$ cat src/sv/bts_fifo.sv
// Small synchronous queue used between front and back and on the result side.
// Depends on nothing; depth must be a power of two.
`default_nettype none

module bts_fifo #(
  parameter int WIDTH = 8,
  parameter int DEPTH = 2
) (
  input  wire logic             clk,
  input  wire logic             rst,
  input  wire logic             push,
  input  wire logic [WIDTH-1:0] din,
  output logic                  full,
  input  wire logic             pop,
  output logic [WIDTH-1:0]      dout,
  output logic                  empty
);

  localparam int PW = (DEPTH > 1) ? $clog2(DEPTH) : 1;

  logic [WIDTH-1:0] mem [DEPTH];
  logic [PW-1:0]    wr_ptr;
  logic [PW-1:0]    rd_ptr;
  logic [PW:0]      count;
  logic             do_push;
  logic             do_pop;

  assign full    = (count == (PW+1)'(DEPTH));
  assign empty   = (count == '0);
  assign do_push = push && !full;
  assign do_pop  = pop && !empty;
  assign dout    = mem[rd_ptr];

  always_ff @(posedge clk) begin
    if (rst) begin
      wr_ptr <= '0;
      rd_ptr <= '0;
      count  <= '0;
    end else begin
      if (do_push) wr_ptr <= wr_ptr + 1'b1;
      if (do_pop)  rd_ptr <= rd_ptr + 1'b1;
      if (do_push && !do_pop)      count <= count + 1'b1;
      else if (do_pop && !do_push) count <= count - 1'b1;
    end
  end

  always_ff @(posedge clk) begin
    if (do_push) mem[wr_ptr] <= din;
  end

endmodule

`default_nettype wire

$ cat config.mk
export PLATFORM = sky130hd
export DESIGN_NAME = bts_fifo
export DESIGN_NICKNAME = d
export VERILOG_FILES = /design/src/sv/bts_fifo.sv
export SDC_FILE = /design/constraint.sdc
export NUM_CORES = 1
export LEC_CHECK = 0
export ABC_AREA = 1
export BUFFER_PORTS_ARGS = -buffer_cell sky130_fd_sc_hd__buf_2
export CAP_MARGIN = 20
export CORE_MARGIN = 4
export CORE_UTILIZATION = 35
export DETAILED_ROUTE_END_ITERATION = 8
export HOLD_SLACK_MARGIN = 0.06
export SLEW_MARGIN = 20
export SYNTH_ARGS = -nofsm -noshare
export SYNTH_HDL_FRONTEND = slang
export SYNTH_SLANG_ARGS = --single-unit
$ cat constraint.sdc
create_clock -name clk -period 1.7 [get_ports clk]
set_clock_uncertainty 0.15 [all_clocks]
set_input_delay 0.17 -clock clk [delete_from_list [all_inputs] [get_ports clk]]
set_output_delay 0.17 -clock clk [all_outputs]
set_load 0.01 [all_outputs]
**After elaboration in Yosys (flattened, before gate mapping)**

Memory sizes are Yosys's and may differ from the RTL's. A register that Yosys moved wholly into a read port is not among the register bits.
Index checks and enable logic that the tools add are counted.
W data, S select, Z words.

- Bits in writable memories: 16
- Output and inout port bits: 10
- Memories kept: 1
- ROM bits: 0
- Logic and storage cells: 25
- Register bits: 4
- Input port bits: 12
- Latch bits: 0

Memories:

| name | depth | width | read ports | clocked after memory_dff | write ports | RTL line | text |
|---|---|---|---|---|---|---|---|
| mem | 2 | 8 | 1 | 1 | 1 | 21 | `logic [WIDTH-1:0] mem [DEPTH];` |

- Div/mod/pow operators: 0
- Add/sub/neg operators: 4
- Bitwise operators: 0
- Reduce and logical (&&, ||, !) cells: 10
- Shift-type cells: 0
- Equality and inequality tests: 1
- $lt $le $gt $ge: 0
- Multipliers: 0
- Mux-type cells: 6

Operator list:

| operator | count |
|---|---|
| $logic_and A1 B1 Y1 | 4 |
| $logic_not A1 Y1 | 4 |
| $mux W1 | 4 |
| $mux W2 | 2 |
| $add A1 B1 Y1 const B | 2 |
| $add A2 B1 Y2 const B | 1 |
| $eq A2 B2 Y1 const B | 1 |
| $logic_not A2 Y1 | 1 |
| $reduce_bool A2 Y1 | 1 |
| $sub A2 B1 Y2 const B | 1 |

**Longest topological paths before layout**

- Depth in word-level cells: 7
- Mapped depth: 10
- Depth with buffers taken out: 10

**Least setup slack after synthesis**

No wires, ideal clock.

- Path kind: reg2reg
- Start: register count[0]
- End: memory mem[1][0], enable pin
- Required time: 1.180 ns
- Path buffers: 0
- Stages on the path, launching flop included: 3
- Clock period less this slack: 1.471 ns
- Path slack: 0.229 ns
- Arrival: 0.951 ns
- Setup time: 0.370 ns
- Path through: dfxtp_1 -> o21ai_2 -> nor2_1

- Cells in the longest elaborated chain, start to end: 5

Ends and longest elaborated chain:

| element | RTL line | text |
|---|---|---|
| start: declaration | 24 | `logic [PW:0] count;` |
| start signal: assignment | 42 | `if (do_push && !do_pop) count <= count + 1'b1;` |
| start signal: assignment | 43 | `else if (do_pop && !do_push) count <= count - 1'b1;` |
| $eq A2 B2 Y1 | 28 | `assign full = (count == (PW+1)'(DEPTH));` |
| $logic_not A1 Y1 | 30 | `assign do_push = push && !full;` |
| $logic_and A1 B1 Y1 | 30 |  |
| $mux W1 | 48 | `if (do_push) mem[wr_ptr] <= din;` |
| $mux W1 (not written as such) | 48 |  |
| end: declaration | 21 |  |

Every way passes these cells.

==> run metrics <==
# IOs 22; period utilisation layout 92.91%; vias in the first global route 540; DR vias 559; final net count 113; clock insertion delay at the later pin of the skew report 0.30 ns; post-DP HPWL 991.7 µm; top_reg_cell synth edfxtp_1; CP endpoint kind output pin; Post-synth top cells edfxtp_1 (16), nor2_1 (9), mux2_2 (8); initial antenna violation count 0; Area contributors post-synth edfxtp_1 (58%), dfxtp_1 (12%), mux2_2 (11%), nor2_1 (4.1%), inv_1 (3.2%); maximum clock path buffer count 2; PortBufs 21; number of synthesized flops with an enable pin 16; antenna-violating nets left 0; Period minus WS final 1.580 ns; placer congestion estimate 0.6870; Seq/Total Area, Yosys 70.09%; met3 global-route usage 4.828%; drt via density 4.402; pwr dens 1283 nW/µm²; Netlist cell types 16; # clock sinks 21; startpoint types flip-flop; die area 3209 µm²; unrepaired setup endpoints after global routing false; CTS tree built; Die Wd 56.65 µm; count leader, synth edfxtp_1; Mapped Cells 62; status complete, no violations; Synth warnings 0; critical setup path kind flip-flop to output pin; syn nets 75; met2 Use GR 16.01%; first-pass GRT wire length 2263 µm; VDD IR-drop max 0.0009406 V; CTS Buf Count 3; Initial DRT Pass Iterations 2; Worst-Margin Slew 0.2934 ns; Pleak 0.0004653 µW; # Max-Cap Violations 0; H-tree level count 1; largest net degree at the start of global routing 13; final-report setup violation count 0; layout cells sized above 1 44.44%; global route total overflow 0; Root Buffer clkbuf_4; Synth Register Bits 21; area grow syn2layout 34.74%; gr usage total 9.419%; Fmax 0.6331 GHz; die height 56.65 µm; area leader, netlist edfxtp_1; WP data arrival 1.26 ns; Hold Crit Class primary input to flip-flop; asr flop ratio synth 0%; CTS clk-pin slew, worst paths 0.11 ns; Final Max Slew Viols 0; TNS Setup 0 ns; drt wl/cell 11.08 µm; global route hottest layer met2; Avg Synthesized Cell Area 13.36 µm²; total power 1432 µW; Rel. slew slack 80.41%; post-synth top area share 58.01%; row count 17; Fillers 211; synthesized area 828.3 µm²; core area 2233 µm²; WL final 1407 µm; M1 GR Usage 10.45%; Antenna diodes 0; Worst EP required 1.38 ns; DRC 0; Crit Path Max Fanout 8; initial DRC count 13; endpoints failing hold 0; initial core utilization 37.09%
==> placed cells by master, fill, tap and decap left out, types with 2 or more instances in the layout <==
cell / instances
buf_2: 21
edfxtp_1: 16
dlygate4sd3_1: 10
nor2_1: 9
mux2_2: 8
inv_1: 6
nand2_1: 4
inv_2: 3
clkbuf_4: 3
dfxtp_1: 3
buf_4: 3
o21ai_2: 2
o21ai_0: 2
dfxtp_2: 2
==> per-stage QoR <==
step	setup slack, ns	utilization [%]	cell area [µm²]	instances	hold slack, ns
after floorplan	0.2288	-	828.3	62	0.1189
after global placement	0.1716	43.81	978.4	112	0.2091
after detailed placement	0.09503	43.81	978.4	112	0.2120
after CTS	0.06564	49.58	1107	126	0.07822
after global routing	0.02429	49.97	1116	127	0.07148
final	0.1205	49.97	1116	127	0.08097
==> cell type report <==
class,instances,area (µm²),area share [%]
Timing Repair Buffer,34,227.7,20.40
Multi-Input combinational cell,31,209.0,18.72
Clock buffer,3,22.52,2.018
Sequential cell,21,583.1,52.24
Inverter,9,33.78,3.027
Tap cell,28,35.03,3.139
Clock inverter,1,5.005,0.4484
==> layer usage <==
| metal | part of all wire (%) | up-vias |
|---|---|---|
| met4 | 1.0 | 0 |
| met5 | 0 | - |
| met1 | 40 | 252 |
| li1 | - | 286 |
| met2 | 50 | 19 |
| met3 | 8.7 | 2 |
==> power breakdown <==
group	total [µW]	internal [µW]	switching, µW
Clock	231	87.6	144
Sequential	723	658	64.9
Combinational	478	237	241
Total	1430	983	449
==> kinds of logic after synthesis <==
family	count (synthesis)	share of synthesized area [%]
AO/OA/AOI/OAI	6	4.531
adder cells (fa/ha/maj)	1	1.510
AND/OR/NAND/NOR	16	8.307
flip-flops	21	70.09
buffers and inverters	10	4.683
multiplexers	8	10.88
==> path summary, 6_finish.rpt <==
check                              from                    end  slack, ns  depth (start not counted)
setup / recovery              flip-flop                dout[0]       0.12                          2
hold / removal                     push    wr_ptr$_SDFFE_PP0P_       0.08                          5
setup reg to reg  count[0]$_SDFFE_PP0P_  count[1]$_SDFFE_PP0P_       0.17                          8
hold reg to reg     wr_ptr$_SDFFE_PP0P_    wr_ptr$_SDFFE_PP0P_       0.37                          2
==> critical path, stage by stage (launching register included) <==
cell and delay (ns):
dfxtp_2 0.45, mux2_2 0.36, buf_2 0.14
==> flip-flops by register name, summed over array words and instances (netlist names), named ones only <==
| register | count |
|---|---|
| count | 2 |
| rd_ptr | 1 |
| wr_ptr | 1 |
| mem | 16 |
==> repair_timing <==
item / 4_1_cts / 5_1_grt
endpoints found under the hold margin: 21 / 0
hold buffers: 10 / 0
setup endpoints to repair: 8 / 2
pin swaps: 0 / 1
buffers inserted: 0 / 1
gates resized for setup: 1 / 2
Power figures use the tool's default switching activity.
