## src/sv/bts_pkg.sv

```systemverilog
// Shared types, constants and the gamma lookup table for the bilinear texture sampler.
// No dependencies; the top, front and back files import this package, bts_fifo does not.
`default_nettype none

package bts_pkg;

  localparam int MAX_WIDTH_DEF  = 256;
  localparam int MAX_HEIGHT_DEF = 256;
  localparam int CMD_DEPTH      = 2;
  localparam int OUT_DEPTH      = 2;

  // field widths of the command word, sized for the largest allowed texture
  localparam int COORD_W = 12;
  localparam int ADDR_W  = 24;

  localparam logic FUNC_WRITE  = 1'b0;
  localparam logic FUNC_SAMPLE = 1'b1;

  localparam logic [1:0] REG_WIDTH     = 2'd0;
  localparam logic [1:0] REG_HEIGHT    = 2'd1;
  localparam logic [1:0] REG_HAS_ALPHA = 2'd2;

  typedef struct packed {
    logic        func;
    logic [15:0] texel_index;
    logic [7:0]  src_byte0;
    logic [7:0]  src_byte1;
    logic [7:0]  src_byte2;
    logic [7:0]  src_byte3;
    logic [15:0] coord_u;
    logic [15:0] coord_v;
  } in_t;

  typedef struct packed {
    logic [7:0] lane0;
    logic [7:0] lane1;
    logic [7:0] lane2;
    logic [7:0] lane3;
  } out_t;

  typedef struct packed {
    logic               is_sample;
    logic [ADDR_W-1:0]  addr;
    logic [31:0]        data;
    logic [COORD_W-1:0] ix;
    logic [COORD_W-1:0] ix1;
    logic [ADDR_W-1:0]  row0;
    logic [ADDR_W-1:0]  row1;
    logic [15:0]        fx;
    logic [15:0]        fy;
  } cmd_t;

  typedef logic [7:0] gamma_tab_t [256];

  // largest y with y^11 <= b^5 * 255^6, i.e. floor(255*(b/255)^(1/2.2))
  function automatic gamma_tab_t build_gamma();
    gamma_tab_t   t;
    logic [127:0] rhs;
    logic [127:0] lhs;
    int           y;
    y = 0;
    for (int b = 0; b < 256; b++) begin
      rhs = 128'd1;
      for (int k = 0; k < 5; k++) rhs = rhs * 128'(b);
      for (int k = 0; k < 6; k++) rhs = rhs * 128'd255;
      while (y < 255) begin
        lhs = 128'd1;
        for (int k = 0; k < 11; k++) lhs = lhs * 128'(y + 1);
        if (lhs > rhs) break;
        y++;
      end
      t[b] = 8'(y);
    end
    return t;
  endfunction

  localparam gamma_tab_t GAMMA = build_gamma();

endpackage

`default_nettype wire

```

## src/sv/bts_front.sv

```systemverilog
// Front end: accepts items, gamma-lifts written texels, maps sample coordinates
// to texel positions and row bases. Depends on bts_pkg.
`default_nettype none

module bts_front import bts_pkg::*; #(
  parameter int MAX_WIDTH  = MAX_WIDTH_DEF,
  parameter int MAX_HEIGHT = MAX_HEIGHT_DEF
) (
  input  wire logic       clk,
  input  wire logic       rst,
  input  wire logic       push,
  input  wire in_t        in_word,
  output logic            full,
  input  wire logic [8:0] image_width,
  input  wire logic [8:0] image_height,
  input  wire logic       source_has_alpha,
  output logic            cmd_push,
  output cmd_t            cmd,
  input  wire logic       cmd_full
);

  localparam int DW    = $clog2(MAX_WIDTH + 1);
  localparam int HW    = $clog2(MAX_HEIGHT + 1);
  localparam int XW    = $clog2(MAX_WIDTH);
  localparam int YW    = $clog2(MAX_HEIGHT);
  localparam int DEPTH = MAX_WIDTH * MAX_HEIGHT;
  localparam int RW    = XW + YW;

  logic          adv;
  logic          accept;
  logic [DW-1:0] w;
  logic [HW-1:0] h;
  logic          in_range;
  logic [31:0]   texel;

  // stage 1
  logic                s1_valid;
  logic                s1_sample;
  logic [ADDR_W-1:0]   s1_addr;
  logic [31:0]         s1_data;
  logic [16+DW-1:0]    s1_px;
  logic [17+HW-1:0]    s1_py;

  // stage 1 decode
  logic [DW-1:0] ixr;
  logic [HW:0]   iyr;
  logic [XW-1:0] ix;
  logic [XW-1:0] ix1;
  logic [YW-1:0] iy;
  logic [YW-1:0] iy1;
  logic [15:0]   fx;
  logic [15:0]   fy;

  // stage 2
  logic s2_valid;
  cmd_t s2;

  always_comb begin
    if (image_width == '0)                     w = DW'(1);
    else if (32'(image_width) > MAX_WIDTH)     w = DW'(MAX_WIDTH);
    else                                       w = DW'(image_width);
    if (image_height == '0)                    h = HW'(1);
    else if (32'(image_height) > MAX_HEIGHT)   h = HW'(MAX_HEIGHT);
    else                                       h = HW'(image_height);
  end

  assign adv      = !s2_valid || !cmd_full;
  assign full     = !adv;
  assign accept   = push && adv;
  assign in_range = 32'(in_word.texel_index) < DEPTH;
  assign texel    = {source_has_alpha ? GAMMA[in_word.src_byte3] : 8'hFF,
                     GAMMA[in_word.src_byte0],
                     GAMMA[in_word.src_byte1],
                     GAMMA[in_word.src_byte2]};

  always_ff @(posedge clk) begin
    if (rst) begin
      s1_valid <= 1'b0;
    end else if (adv) begin
      s1_valid <= accept && (in_word.func == FUNC_SAMPLE || in_range);
    end
  end

  always_ff @(posedge clk) begin
    if (adv) begin
      s1_sample <= (in_word.func == FUNC_SAMPLE);
      s1_addr   <= ADDR_W'(in_word.texel_index);
      s1_data   <= texel;
      s1_px     <= (16+DW)'(in_word.coord_u) * (16+DW)'(w);
      s1_py     <= ((17+HW)'(17'h10000) - (17+HW)'(in_word.coord_v)) * (17+HW)'(h);
    end
  end

  // far edge clamp and neighbor selection
  always_comb begin
    ixr = s1_px[16 +: DW];
    iyr = s1_py[16 +: HW+1];
    if (32'(ixr) >= 32'(w)) begin
      ix = XW'(w - 1'b1);
      fx = '0;
    end else begin
      ix = XW'(ixr);
      fx = s1_px[15:0];
    end
    if (32'(iyr) >= 32'(h)) begin
      iy = YW'(h - 1'b1);
      fy = '0;
    end else begin
      iy = YW'(iyr);
      fy = s1_py[15:0];
    end
    ix1 = (32'(ix) == 32'(w) - 1) ? ix : ix + 1'b1;
    iy1 = (32'(iy) == 32'(h) - 1) ? iy : iy + 1'b1;
  end

  always_ff @(posedge clk) begin
    if (rst) begin
      s2_valid <= 1'b0;
    end else if (adv) begin
      s2_valid <= s1_valid;
    end
  end

  always_ff @(posedge clk) begin
    if (adv) begin
      s2.is_sample <= s1_sample;
      s2.addr      <= s1_addr;
      s2.data      <= s1_data;
      s2.ix        <= COORD_W'(ix);
      s2.ix1       <= COORD_W'(ix1);
      s2.row0      <= ADDR_W'(RW'(iy) * RW'(w));
      s2.row1      <= ADDR_W'(RW'(iy1) * RW'(w));
      s2.fx        <= fx;
      s2.fy        <= fy;
    end
  end

  assign cmd_push = s2_valid && !cmd_full;
  assign cmd      = s2;

endmodule

`default_nettype wire

```

## config.mk

```make
export PLATFORM = sky130hd
export DESIGN_NAME = bts_front
export DESIGN_NICKNAME = d
export VERILOG_FILES = /design/src/sv/bts_pkg.sv /design/src/sv/bts_front.sv
export SDC_FILE = /design/constraint.sdc
export NUM_CORES = 2
export LEC_CHECK = 0
export BUFFER_PORTS_ARGS = -buffer_cell sky130_fd_sc_hd__buf_2
export CAP_MARGIN = 20
export CELL_PAD_IN_SITES_DETAIL_PLACEMENT = 0
export CELL_PAD_IN_SITES_GLOBAL_PLACEMENT = 1
export CORE_MARGIN = 1
export CORE_UTILIZATION = 45
export DETAILED_ROUTE_END_ITERATION = 8
export PLACE_DENSITY = 0.8
export SYNTH_ARGS = -nofsm -noshare
export SYNTH_HDL_FRONTEND = slang
export SYNTH_SLANG_ARGS = --single-unit
```

## constraint.sdc

```tcl
create_clock -name clk -period 13.9 [get_ports clk]
set_input_delay 1.39 -clock clk [delete_from_list [all_inputs] [get_ports clk]]
set_output_delay 1.39 -clock clk [all_outputs]
set_load 0.03 [all_outputs]
```

# After elaboration in Yosys (flattened, before gate mapping)
# Memories as Yosys holds them, arrays and structs flattened. A register that Yosys moved wholly into a read port is not among the register bits.
# Index checks and enable logic that the tools add are counted.
[word_totals]
regBits = 201
romBits = 8192
output_inout_bits = 163
word_cells = 57
n_memories = 4
[classes]
n_addsub = 7
mul = 4
order_cmp = 4
n_eq_ne = 2
muxes = 8
bitwise_logic = 4
n_reduce_logical = 9
[memory_table]
columns = ["name", "depth", "word_bits", "rd", "rd_ports_with_merged_regs", "wr", "line", "rtl"]
rows = [
  ["(name not given)", 256, 8, 1, 1, 0, "bts_front.sv:74", "GAMMA[in_word.src_byte2]};"],
  ["(name not given)", 256, 8, 1, 1, 0, "bts_front.sv:73", "GAMMA[in_word.src_byte1],"],
  ["(name not given)", 256, 8, 1, 1, 0, "bts_front.sv:72", "GAMMA[in_word.src_byte0],"],
  ["(name not given)", 256, 8, 1, 1, 0, "bts_front.sv:71", "assign texel = {source_has_alpha ? GAMMA[in_word.src_byte3] : 8'hFF,"],
]
[ops]
columns = ["operator", "count"]
rows = [
  ["equality test 8 x 32 -> 1 bit", 2],
  ["two-way mux 9 bit", 4],
  ["inverter 8 -> 9 bit", 4],
  ["multiplier 8 x 9 -> 17 bit", 2],
  ["two-way mux 8 bit", 4],
  ["multiplier 18 x 10 -> 26 bit", 1],
  ["multiplier 16 x 9 -> 25 bit", 1],
  ["subtractor 9 x 1 -> 10 bit, second input constant", 2],
  ["greater-than comparator 9 bit, second input constant", 2],
  ["zero test 9 bit", 2],
  ["subtractor 17 x 16 -> 18 bit, first input constant", 1],
  ["adder 8 x 1 -> 8 bit, second input constant", 2],
  ["subtractor 8 x 1 -> 8 bit, second input constant", 2],
  ["greater-or-equal comparator 10 x 9 -> 1 bit", 1],
  ["greater-or-equal comparator 9 bit", 1],
  ["zero test 1 bit", 4],
  ["logical AND 1 bit", 2],
  ["logical OR 1 bit", 1],
]

# Logic depth before layout (Yosys ltp)
[logic_depth]
depth_word = 8
depth_mapped = 33

# Worst setup path before layout
# No wires, ideal clock.
[synth_timing]
path_type = "in2out"
startpoint = "input port cmd_full"
endpoint = "output port full"
arrival_ps = 7647
setup_slack_ps = 4863
path_stages = 2
n_path_buf = 0
path_cell_list = "nand2_1 -> inv_1"
[synth_between]
elab_chain_len = 3
[synth_lines]
columns = ["element", "line", "rtl"]
rows = [
  ["start, declared", "bts_front.sv:19", "input wire logic cmd_full"],
  ["zero test 1 bit", "bts_front.sv:67", "assign adv = !s2_valid || !cmd_full;"],
  ["logical OR 1 bit", "bts_front.sv:67", ""],
  ["zero test 1 bit", "bts_front.sv:68", "assign full = !adv;"],
  ["end, declared", "bts_front.sv:13", "output logic full,"],
]
# No other way between the ends.

# Final worst setup path
[layout_timing]
startpoint = "input port image_height[4]"
endpoint = "register s2, in the netlist cmd[47], data pin"
[layout_between]
elab_chain_len = 8
elab_cells_between_ends = 12
cone_classes = "add/sub: 3; mul: 1; order compare: 2; eq/ne: 1; mux: 4; reduce/logical: 1"
[layout_lines]
columns = ["element", "line", "rtl"]
rows = [
  ["start, declared", "bts_front.sv:15", "input wire logic [8:0] image_height,"],
  ["greater-than comparator 9 bit", "bts_front.sv:63", "else if (32'(image_height) > MAX_HEIGHT) h = HW'(MAX_HEIGHT);"],
  ["two-way mux 9 bit", "bts_front.sv:63", ""],
  ["two-way mux 9 bit (*)", "bts_front.sv:62", "if (image_height == '0) h = HW'(1);"],
  ["subtractor 8 x 1 -> 8 bit / greater-or-equal comparator 10 x 9 -> 1 bit (equally long branches)", "bts_front.sv:106, bts_front.sv:105", ""],
  ["two-way mux 8 bit", "bts_front.sv:105", "if (32'(iyr) >= 32'(h)) begin"],
  ["adder 8 x 1 -> 8 bit / equality test 8 x 32 -> 1 bit (equally long branches)", "bts_front.sv:113", "iy1 = (32'(iy) == 32'(h) - 1) ? iy : iy + 1'b1;"],
  ["two-way mux 8 bit (*)", "bts_front.sv:113", ""],
  ["multiplier 8 x 9 -> 17 bit (*)", "bts_front.sv:132", "s2.row1 <= ADDR_W'(RW'(iy1) * RW'(w));"],
  ["end, declared", "bts_front.sv:56", "cmd_t s2;"],
]
# Every way passes the cells marked *; elsewhere a longest branch is shown, timed or not.
# A chain may end at the register's enable or synchronous reset.

==> flow_summary.json <==
{
  "status": "finished clean",
  "finalPower_uw": 5160,
  "synth_edf_count": 231,
  "ir_worst_vdd_uv": 151,
  "die_area_um2": 66200,
  "synthAdderAreaFrac": 0.302,
  "routed_wirelength_mm": 73.6,
  "clock-sinks": 233,
  "synth_area_um2": 29300,
  "hold_violations": 0,
  "rows": 93,
  "synthCells": 3308,
  "io_buffers": 236,
  "synth_cell_types": 80,
  "num_antenna_cells": 0,
  "drtIter0Drc": 1699,
  "hold_class": "flop to flop",
  "setup-tns-final_ns": 0,
  "drive_gt1_frac": 0.109,
  "seq_area_frac_synth": 0.238,
  "final_cell_mix": "inv_1, nand2_1, nor2_1",
  "coreArea_um2": 64300,
  "tightest_slew_ns": 1.01,
  "worstSetupPathType": "primary input to flop",
  "cp_top_family": "adder cells",
  "synth_compound_area_frac": 0.139,
  "critPathLaunchType": "primary input",
  "initial_core_util": 0.455,
  "end_kind": "flop",
  "cts_made_buffers": 28,
  "fillers": 6190,
  "post_cts_resized": 0,
  "grt_max_degree": 66,
  "fin_worst_skew_ns": 0.0419,
  "avgSynthCellArea_um2": 8.86,
  "track_usage": 0.222,
  "crit_path_max_fanout": 17,
  "path_buf_inv": 6,
  "ys_async_sr_fraction": 0,
  "areaGrowthSynthToFinish_pct": 8.58,
  "tritoncts": "built",
  "viasPerCell": 5.46,
  "vias": 23401,
  "clkTransAtPathRegs_ns": 0.06,
  "synthSimpleGateAreaFrac": 0.159,
  "finalCritPeriodShare": 0.662,
  "synth.area.mux_share": 0.0359,
  "maxCapViolations": 0,
  "synth_top_family_by_area": "adder cells",
  "cp_slowest_cell": "nor4_4",
  "yosys_warnings": 0,
  "synth_xor_area_frac": 0.0376,
  "synth_seq_cells": 233,
  "grt_pass1_vias": 22384,
  "avgRoutedWirePerCell_um": 17.2,
  "setup_viol": 0,
  "dpl_worst_slack_ns": 4.19,
  "max_clock_freq_mhz": 109,
  "antenna_found_initial": 0,
  "antenna_left": 0,
  "slowest_delay_ns": 0.71,
  "gp_congestion": 0.897,
  "grt_pass1_wl_mm": 121,
  "layout_setup_ws_ns": 4.69,
  "die_width_um": 257,
  "cts_buffer_depth": 3,
  "dr.pass1.iters": 7,
  "insertion_delay_ns": 0.60,
  "synth_flop_cell": "edfxtp_1",
  "p_per_area_nw_per_um2": 162,
  "period_minus_slack_ns": 9.21,
  "clock-root-buffer": "clkbuf_16",
  "grt_setup_unrepaired": "false",
  "die_h_um": 257,
  "cts_max_level": 1,
  "finalMaxSlewViolations": 0,
  "worstPathArrival_ns": 9.52,
  "required_ns": 14.21,
  "placed_area_um2": 30900,
  "p_leak_uw": 0.0146,
  "io_pins": 267,
  "cts_hold_buf": 0,
  "hpwl_mm": 55.5,
  "final_area_um2": 31800,
  "cts_setup_buffers": 0,
  "grt-ovfl-total": 0,
  "nets": 4052,
  "final_common_cell": "inv_1",
  "relSlewSlack": 0.327,
  "drc_errors": 0
}
-- metrics by stage --
stage / cells / utilization / hold slack [ns]
after floorplan: 3337 / - / 0.400
after global placement: 4237 / 0.481 / 0.401
after detailed placement: 4238 / 0.481 / 0.405
after CTS: 4289 / 0.495 / 0.410
after global routing: 4289 / 0.495 / 0.419
final: 4289 / 0.495 / 0.402
-- synthesized netlist by cell type, drive strengths merged, types with 12 or more instances --
cell type / number / area share
inv: 434 / 0.056
mux2: 24 / 0.0092
o21a: 19 / 0.0049
xnor2: 84 / 0.025
nor4: 15 / 0.0042
or3: 15 / 0.0032
buf: 68 / 0.013
a31oi: 36 / 0.0077
nand3: 36 / 0.0061
nor3: 44 / 0.0083
mux2i: 31 / 0.011
o211ai: 33 / 0.0085
o22ai: 16 / 0.0034
fa: 286 / 0.20
nor2: 351 / 0.045
and2: 73 / 0.016
mux4: 21 / 0.016
clkbuf: 144 / 0.018
edfxtp: 231 / 0.24
nand2: 384 / 0.049
nor2b: 29 / 0.0062
o311ai: 15 / 0.0045
o21ai: 181 / 0.031
xor2: 41 / 0.012
a211oi: 37 / 0.0096
a21oi: 167 / 0.029
nand2b: 32 / 0.0068
a311oi: 12 / 0.0036
a21o: 23 / 0.0059
ha: 249 / 0.11
-- cells by family (layout without fill, tap and decap cells) --
group	Yosys count	count (layout)
and+or+nand+nor	1037	1037
DFF	233	233
other	1	30
AOI/OAI and AO/OA	643	643
adders and majority gates	537	537
muxes	76	76
buffers and inverters	656	753
xor gates and xnor gates	125	125
-- routing by layer --
metal,wire length [um],global-route usage,part of all wire
met1,33600,0.317,0.46
met2,34300,0.360,0.47
met3,4270,0.0286,0.058
met4,1410,0.0503,0.019
met5,0,0,0
-- flip-flops by register name, indices dropped and copies added (netlist names) --
name and cells:
cmd 131, s1_sample 1, s1_data 32, s2_valid 1, s1_px 25, s1_valid 1
s1_addr 16, s1_py 26
-- layout make-up --
type	count	area, um^2	share of cell area
clock buffers	32	737	0.0232
clock inverters	19	140	0.00440
inverters	444	1670	0.0524
multi-input cells	2448	19900	0.625
flip-flops and latches	233	6980	0.219
well taps	855	1070	0.0336
repair buffers	258	1340	0.0422
-- final timing paths --
path,from,to,slack (ns),cells after the start
setup reg to reg,s1_py[16]$_DFFE_PN_,cmd[47]$_DFFE_PN_,6.34,26
hold / removal,s1_data[27]$_SDFFCE_PN1N_,cmd[131]$_DFFE_PN_,0.40,0
hold reg to reg,s1_data[27]$_SDFFCE_PN1N_,cmd[131]$_DFFE_PN_,0.40,0
setup / recovery,image_height[4],cmd[47]$_DFFE_PN_,4.69,27
-- report_power, final --
part | internal (uW) | leakage, uW | switching (uW)
Sequential | 1120 | 0.00246 | 77.5
Clock | 386 | 0.000419 | 323
Combinational | 1250 | 0.0118 | 2000
No activity file was read; power rests on OpenSTA's default activity.
